--- config.mk ---
export PLATFORM = sky130hd
export DESIGN_NAME = ssfh_ctrl
export DESIGN_NICKNAME = d
export VERILOG_FILES = /design/src/rtl/core/ssfh_pkg.sv /design/src/rtl/core/ssfh_ctrl.sv
export SDC_FILE = /design/constraint.sdc
export NUM_CORES = 1
export LEC_CHECK = 0
export BUFFER_PORTS_ARGS = -buffer_cell sky130_fd_sc_hd__buf_2
export CELL_PAD_IN_SITES_DETAIL_PLACEMENT = 0
export CELL_PAD_IN_SITES_GLOBAL_PLACEMENT = 1
export CORE_MARGIN = 4
export CORE_UTILIZATION = 41
export CTS_BUF_LIST = sky130_fd_sc_hd__clkbuf_16
export CTS_CLUSTER_DIAMETER = 200
export DETAILED_ROUTE_END_ITERATION = 8
export GPL_ROUTABILITY_DRIVEN = 0
export MAX_ROUTING_LAYER = met4
export PLACE_DENSITY = 0.89
export SYNTH_ARGS = -nofsm -noshare
export SYNTH_HDL_FRONTEND = slang
export SYNTH_SLANG_ARGS = --single-unit
--- constraint.sdc ---
create_clock -name i_clk -period 8.25 [get_ports i_clk]
set_clock_uncertainty 0.05 [all_clocks]
set_input_delay 0.4125 -clock i_clk [delete_from_list [all_inputs] [get_ports i_clk]]
set_output_delay 0.4125 -clock i_clk [all_outputs]
set_load 0.01 [all_outputs]
--- src/rtl/core/ssfh_pkg.sv ---
`timescale 1ns / 1ps
`default_nettype none
package ssfh_pkg;

    localparam int DIV_W = 32;
    localparam int DIV_CNT_W = 5;
    localparam int CNT_W = 16;
    localparam int SUM_W = 32;

    localparam logic [1:0] ST_OK        = 2'd0;
    localparam logic [1:0] ST_DROPPED   = 2'd1;
    localparam logic [1:0] ST_NO_FRAMES = 2'd2;

    localparam logic [1:0] REG_BIN_WIDTH = 2'd0;
    localparam logic [1:0] REG_BOTTOM    = 2'd1;
    localparam logic [1:0] REG_TOP       = 2'd2;
    localparam logic [1:0] REG_BINS      = 2'd3;

    localparam logic [23:0] RST_BIN_WIDTH = 24'd256;
    localparam logic [23:0] RST_BOTTOM    = 24'd0;
    localparam logic [23:0] RST_TOP       = 24'hFFFFFF;
    localparam logic [6:0]  RST_BINS      = 7'd64;

    localparam logic [1:0] SP_POLY = 2'd0;
    localparam logic [1:0] SP_SOLV = 2'd1;

    typedef enum logic [1:0] {
        REQ_PART  = 2'd0,
        REQ_FRAME = 2'd1,
        REQ_READ  = 2'd2,
        REQ_NONE  = 2'd3
    } t_req;

    typedef enum logic [2:0] {
        DSEL_BIN    = 3'd0,
        DSEL_FRAC   = 3'd1,
        DSEL_MEAN   = 3'd2,
        DSEL_TOP    = 3'd3,
        DSEL_MEAN_T = 3'd4
    } t_div_sel;

    typedef enum logic [18:0] {
        S_CLEAR    = 19'd1 << 0,
        S_IDLE     = 19'd1 << 1,
        S_DISP     = 19'd1 << 2,
        S_BIN_GO   = 19'd1 << 3,
        S_BIN_WAIT = 19'd1 << 4,
        S_CNT_RD   = 19'd1 << 5,
        S_CNT_WR   = 19'd1 << 6,
        S_FR_RD    = 19'd1 << 7,
        S_FB_GO    = 19'd1 << 8,
        S_FB_WAIT  = 19'd1 << 9,
        S_FT_GO    = 19'd1 << 10,
        S_FT_WAIT  = 19'd1 << 11,
        S_FR_WR    = 19'd1 << 12,
        S_RD_RD    = 19'd1 << 13,
        S_MB_GO    = 19'd1 << 14,
        S_MB_WAIT  = 19'd1 << 15,
        S_MT_GO    = 19'd1 << 16,
        S_MT_WAIT  = 19'd1 << 17,
        S_DONE     = 19'd1 << 18
    } t_state;

    typedef struct packed {
        logic     in_ready;
        logic     div_start;
        t_div_sel div_sel;
        logic     save_b;
        logic     save_t;
        logic     cnt_rd;
        logic     cnt_inc;
        logic     walk_rd;
        logic     walk_wr;
        logic     clr_wr;
        logic     rd_rd;
        logic     set_drop;
        logic     set_nofr;
        logic     frame_inc;
        logic     load_out;
    } t_cmd;

    typedef struct packed {
        logic in_fire;
        t_req req;
        logic div_done;
        logic div_busy;
        logic bin_ok;
        logic last_idx;
        logic frames_zero;
        logic rb_ok;
        logic out_free;
    } t_sts;

endpackage
`default_nettype wire

--- src/rtl/core/ssfh_ctrl.sv ---
`timescale 1ns / 1ps
`default_nettype none
module ssfh_ctrl (
    input  wire logic           i_clk,
    input  wire logic           i_rst_n,
    input  wire ssfh_pkg::t_sts i_sts,
    output ssfh_pkg::t_cmd      o_cmd
);
    import ssfh_pkg::*;

    t_state r_state, n_state;

    always_ff @(posedge i_clk) begin
        if (!i_rst_n) begin
            r_state <= S_CLEAR;
        end else begin
            r_state <= n_state;
        end
    end

    always_comb begin
        n_state = r_state;
        o_cmd   = '0;
        unique case (r_state)
            S_CLEAR: begin
                o_cmd.clr_wr = 1'b1;
                if (i_sts.last_idx) n_state = S_IDLE;
            end
            S_IDLE: begin
                o_cmd.in_ready = 1'b1;
                if (i_sts.in_fire) n_state = S_DISP;
            end
            S_DISP: begin
                unique case (i_sts.req)
                    REQ_PART:  n_state = S_BIN_GO;
                    REQ_FRAME: n_state = S_FR_RD;
                    REQ_READ: begin
                        if (i_sts.frames_zero) begin
                            o_cmd.set_nofr = 1'b1;
                            n_state = S_DONE;
                        end else if (i_sts.rb_ok) begin
                            n_state = S_RD_RD;
                        end else begin
                            n_state = S_DONE;
                        end
                    end
                    default: n_state = S_DONE;
                endcase
            end
            S_BIN_GO: begin
                o_cmd.div_start = 1'b1;
                o_cmd.div_sel   = DSEL_BIN;
                n_state = S_BIN_WAIT;
            end
            S_BIN_WAIT: begin
                if (i_sts.div_done) begin
                    if (i_sts.bin_ok) begin
                        n_state = S_CNT_RD;
                    end else begin
                        o_cmd.set_drop = 1'b1;
                        n_state = S_DONE;
                    end
                end
            end
            S_CNT_RD: begin
                o_cmd.cnt_rd = 1'b1;
                n_state = S_CNT_WR;
            end
            S_CNT_WR: begin
                o_cmd.cnt_inc = 1'b1;
                n_state = S_DONE;
            end
            S_FR_RD: begin
                o_cmd.walk_rd = 1'b1;
                n_state = S_FB_GO;
            end
            S_FB_GO: begin
                o_cmd.div_start = 1'b1;
                o_cmd.div_sel   = DSEL_FRAC;
                n_state = S_FB_WAIT;
            end
            S_FB_WAIT: begin
                if (i_sts.div_done) begin
                    o_cmd.save_b = 1'b1;
                    n_state = S_FT_GO;
                end
            end
            S_FT_GO: begin
                o_cmd.div_start = 1'b1;
                o_cmd.div_sel   = DSEL_TOP;
                n_state = S_FT_WAIT;
            end
            S_FT_WAIT: begin
                if (i_sts.div_done) begin
                    o_cmd.save_t = 1'b1;
                    n_state = S_FR_WR;
                end
            end
            S_FR_WR: begin
                o_cmd.walk_wr = 1'b1;
                if (i_sts.last_idx) begin
                    o_cmd.frame_inc = 1'b1;
                    n_state = S_DONE;
                end else begin
                    n_state = S_FR_RD;
                end
            end
            S_RD_RD: begin
                o_cmd.rd_rd = 1'b1;
                n_state = S_MB_GO;
            end
            S_MB_GO: begin
                o_cmd.div_start = 1'b1;
                o_cmd.div_sel   = DSEL_MEAN;
                n_state = S_MB_WAIT;
            end
            S_MB_WAIT: begin
                if (i_sts.div_done) begin
                    o_cmd.save_b = 1'b1;
                    n_state = S_MT_GO;
                end
            end
            S_MT_GO: begin
                o_cmd.div_start = 1'b1;
                o_cmd.div_sel   = DSEL_MEAN_T;
                n_state = S_MT_WAIT;
            end
            S_MT_WAIT: begin
                if (i_sts.div_done) begin
                    o_cmd.save_t = 1'b1;
                    n_state = S_DONE;
                end
            end
            S_DONE: begin
                if (i_sts.out_free) begin
                    o_cmd.load_out = 1'b1;
                    n_state = S_IDLE;
                end
            end
            default: n_state = S_CLEAR;
        endcase
    end
endmodule
`default_nettype wire

Yosys cells after proc, flatten, opt, wreduce, memory -nomap -nowiden
Index checks and enable logic that the tools add are counted.
- register bits after elaboration: 19
- input port bits: 12
- output and inout bits: 17
- word-level logic and storage cells: 69
- eq/ne operators: 29
- multiplexer cells: 35
- reduce and logical (&&, ||, !) cells: 4
- operator list (kind ; number):
    $pmux 19 s19 ; 1
    $mux 19 ; 12
    $pmux 19 s3 ; 1
    $mux 1 ; 20
    $pmux 4 s5 ; 1
    $eq 19x1->1 const B ; 1
    $eq 19x10->1 const B ; 1
    $eq 19x11->1 const B ; 1
    $eq 19x12->1 const B ; 1
    $eq 19x13->1 const B ; 1
    $eq 19x14->1 const B ; 1
    $eq 19x15->1 const B ; 1
    $eq 19x16->1 const B ; 1
    $eq 19x17->1 const B ; 1
    $eq 19x18->1 const B ; 1
    $eq 19x19->1 const B ; 1
    $eq 19x2->1 const B ; 1
    $eq 19x3->1 const B ; 1
    $eq 19x4->1 const B ; 1
    $eq 19x5->1 const B ; 1
    $eq 19x6->1 const B ; 1
    $eq 19x7->1 const B ; 1
    $eq 19x8->1 const B ; 1
    $eq 19x9->1 const B ; 1
    6 further kinds ; 14

Longest topological paths before layout
- depth after elaboration: 4
- depth in mapped cells: 7
- mapped depth without buffers: 6

Worst setup path before layout
OpenSTA, ideal clock, no wires.
- path kind: register -> output
- from: register r_state[2]
- to: output port o_cmd[11] in the netlist's numbering
- arrival time: 2347 ps
- data required time: 7787 ps
- path slack: 5440 ps
- cell stages (with the launch flop): 6
- buffers on the path: 1
- cells stage by stage: dfxtp_1 -> or4_4 -> buf_6 -> or4_4 -> or4b_4 -> a21boi_0
- RTL lines (element ; RTL line ; RTL):
    from (decl) ; ssfh_ctrl.sv:11 ; t_state r_state, n_state;
    from (signal assigned) ; ssfh_ctrl.sv:17 ; r_state <= n_state;
    to (decl) ; ssfh_ctrl.sv:7 ; output ssfh_pkg::t_cmd o_cmd

==> results by group <==
Outcome
  • Status: finished, final reports clean

Drt
  • Wire per inst: approximately 17 um
  • Drt via density: 6.29
  • DR vias: 1,271
  • Number of DRC markers in iteration 0: 66
  • Antenna violation net count after detailed routing: 0
  • Wire length on met3: 260 um
  • Router iterations before antenna repair: 4
  • Metal2 WL: 1630 um
  • Final routed DRC violation total: 0
  • Highest metal used: met4
  • M1 wire length: 1420 um
  • Final WL: around 3400 um

Synthesis
  • Top cell type by total area after synthesis: dfxtp_1
  • Share of the synthesized area in the top cell type: 0.319
  • Yosys reg bits: 19
  • Ys async rst share: 0
  • Synth Warn #: 0
  • Seq/Total Area, Yosys: 0.319
  • Synth area leaders: dfxtp_1 (32%), nor4_1 (5.2%), nand2b_1 (4.2%)
  • Ys flop type: dfxtp_1
  • Cells after Synth: approximately 140
  • Syn Area/Cell: roughly 8.5 um^2
  • Post-synth design cell area: between 1000 and 1500 um^2
  • Netlist cell types: 42
  • Post-Syn Nets: ~150
  • EDFF count, synth: 0

Die
  • Initial Util: 0.433
  • Core area: approximately 2800 um^2
  • I/O pin count: 29
  • Standard-cell rows: 19
  • Die height: about 62 um
  • Die ar.: ~3800 um^2
  • DIE WIDTH: slightly above 60 um

Power
  • P per Cell Area: 182 nW/um^2
  • P_leak: approximately 0.00063 uW
  • Seq pwr share: 0.379
  • Clk pwr share: 0.387
  • Switching power total: 76.9 uW
  • Sw Ratio: 0.294
  • Worst VDD drop: about 0.15 mV
  • Int Power: approximately 180 uW
  • Combinational power share: 0.234
  • Power, Total: 261 uW

Clock tree
  • Clk root buf: clkbuf_16
  • Worst-case clock buffer depth: 2
  • Clk sinks: 19
  • Total CTS buffers: 3
  • Clock Latency Late Sink: about 0.25 ns
  • Hold_buf cts: 0
  • CTS tree: done
  • Htree depth: 1
  • Worst-path clk slew: around 0.060 ns
  • Post-CTS Setup Bufs: 0
  • # resized after CTS: 0

Place
  • Count of input and output buffers: 27
  • Post-DP HPWL: 2530 um

Critical path
  • CP max-delay cell: nor4_1
  • Slowest stage delay, CP: ~0.79 ns
  • CP required: just under 8 ns
  • Critical path fanouts, max: 6
  • Bufs and invs on worst path: 1
  • WP data arrival: 2.82 ns
  • CP endpoint kind: primary output
  • Crit path max-delay family: simple AND/OR/NAND/NOR gates
  • Startpoint types: flip-flop
  • Reg2reg setup slack: between 5 and 6 ns
  • CP Cell Sequence: or4_1 -> nor4_1 -> nand2_1 -> nor2_1 -> buf_2
  • Critical path class: reg -> out

Timing
  • Max Freq: between 300 and 400 MHz
  • TNS Setup: 0 ns
  • Final slew viol count: 0
  • Rel. slew slack: 0.313
  • Worst-margin pin slew: a little over 1 ns
  • Final count of hold timing violations: 0
  • RSZ-0062 raised after global routing: false
  • Setup-failing EPs final: 0
  • Tcrit/Tclk final: 0.398
  • Minimum clock period: about 3.3 ns

Min path
  • Worst hold-check path type: in -> reg

GRT
  • Largest net degree at the start of global routing: 12
  • Congestion Overflow GR: 0
  • Vias in the first global route: about 1,200
  • Initial antenna violation count: 0
  • First-pass GRT wire length: between 5000 and 6000 um
  • GRT Total Usage: 0.201

Cells and area
  • Most frequent cells in the layout: buf_2 (27), dfxtp_1 (19), nor2_1 (13)
  • Share of layout cells above drive strength 1: 0.240
  • Final nets: 184
  • Largest regs: r_state x19
  • Antenna Cells: 0
  • Most common cell after layout, fill and taps aside: buf_2
  • Area grow syn2layout: 20.3%
  • Top reg by flops: r_state
  • Max FFs per register: 19
  • Fill cells: 272

Flow run
  • Max-cap violations: 0
[area by class of cell]
cell class              count  area [um^2]  area share
clock buffers               3         75.1      0.0523
clock inverters             1         5.00     0.00348
inverters                  10         37.5      0.0261
multi-input cells         111          764       0.532
flip-flops and latches     19          380       0.265
well taps                  31         38.8      0.0270
repair buffers             27          135      0.0941
[final timing paths]
kind	from	end	cells after the start
setup / recovery	r_state[8]	o_cmd[16]	5
hold / removal	i_sts[8]	r_state[3]	2
setup reg to reg	r_state[8]	r_state[16]	6
hold reg to reg	r_state[11]	r_state[11]	2
[metal layers]
| metal | up-vias | track usage |
|---|---|---|
| met4 | 0 | 0.0788 |
| met1 | 588 | 0.243 |
| met3 | 9 | 0.0331 |
| met5 | - | - |
| li1 | 612 | - |
| met2 | 62 | 0.331 |
[kinds of logic after synthesis]
group,synth area share
buffers and inverters,0.0409
AOI/OAI and AO/OA,0.196
DFF,0.319
xor gates and xnor gates,0.0147
and+or+nand+nor,0.430
[cell usage after synthesis, drive strengths merged (2+ instances only)]
cell type,count
o22a,2
a21oi,5
xnor2,2
inv,10
nand2b,8
nor2,13
or3,2
nor3b,2
nor4b,3
o21ai,7
or4,8
nor2b,3
dfxtp,19
a21boi,3
nand2,8
and2,3
and3,5
nor3,2
nand4b,5
nor4,10
or4b,3
nand4,2
[power groups by stage]
stage | logic (uW) | registers [uW] | clock network (uW)
after floorplan | 43.3 | 99.8 | 0
final | 61.1 | 99.1 | 101
after CTS | 61.0 | 98.8 | 102
after global placement | 59.1 | 100 | 0
after detailed placement | 60.2 | 101 | 0
after global routing | 66.7 | 99.6 | 108
[stage by stage]
step                      utilization  hold WS, ns  cells  cell area [um^2]  setup WS, ns
final                           0.521        0.317    202              1440          4.97
after CTS                       0.521        0.317    202              1440          5.03
after global placement          0.492        0.444    198              1360          5.31
after global routing            0.521        0.324    202              1440          4.86
after detailed placement        0.492        0.456    198              1360          5.27
after floorplan                     -        0.416    141              1190          5.44
(Power assumes the default switching activity.)
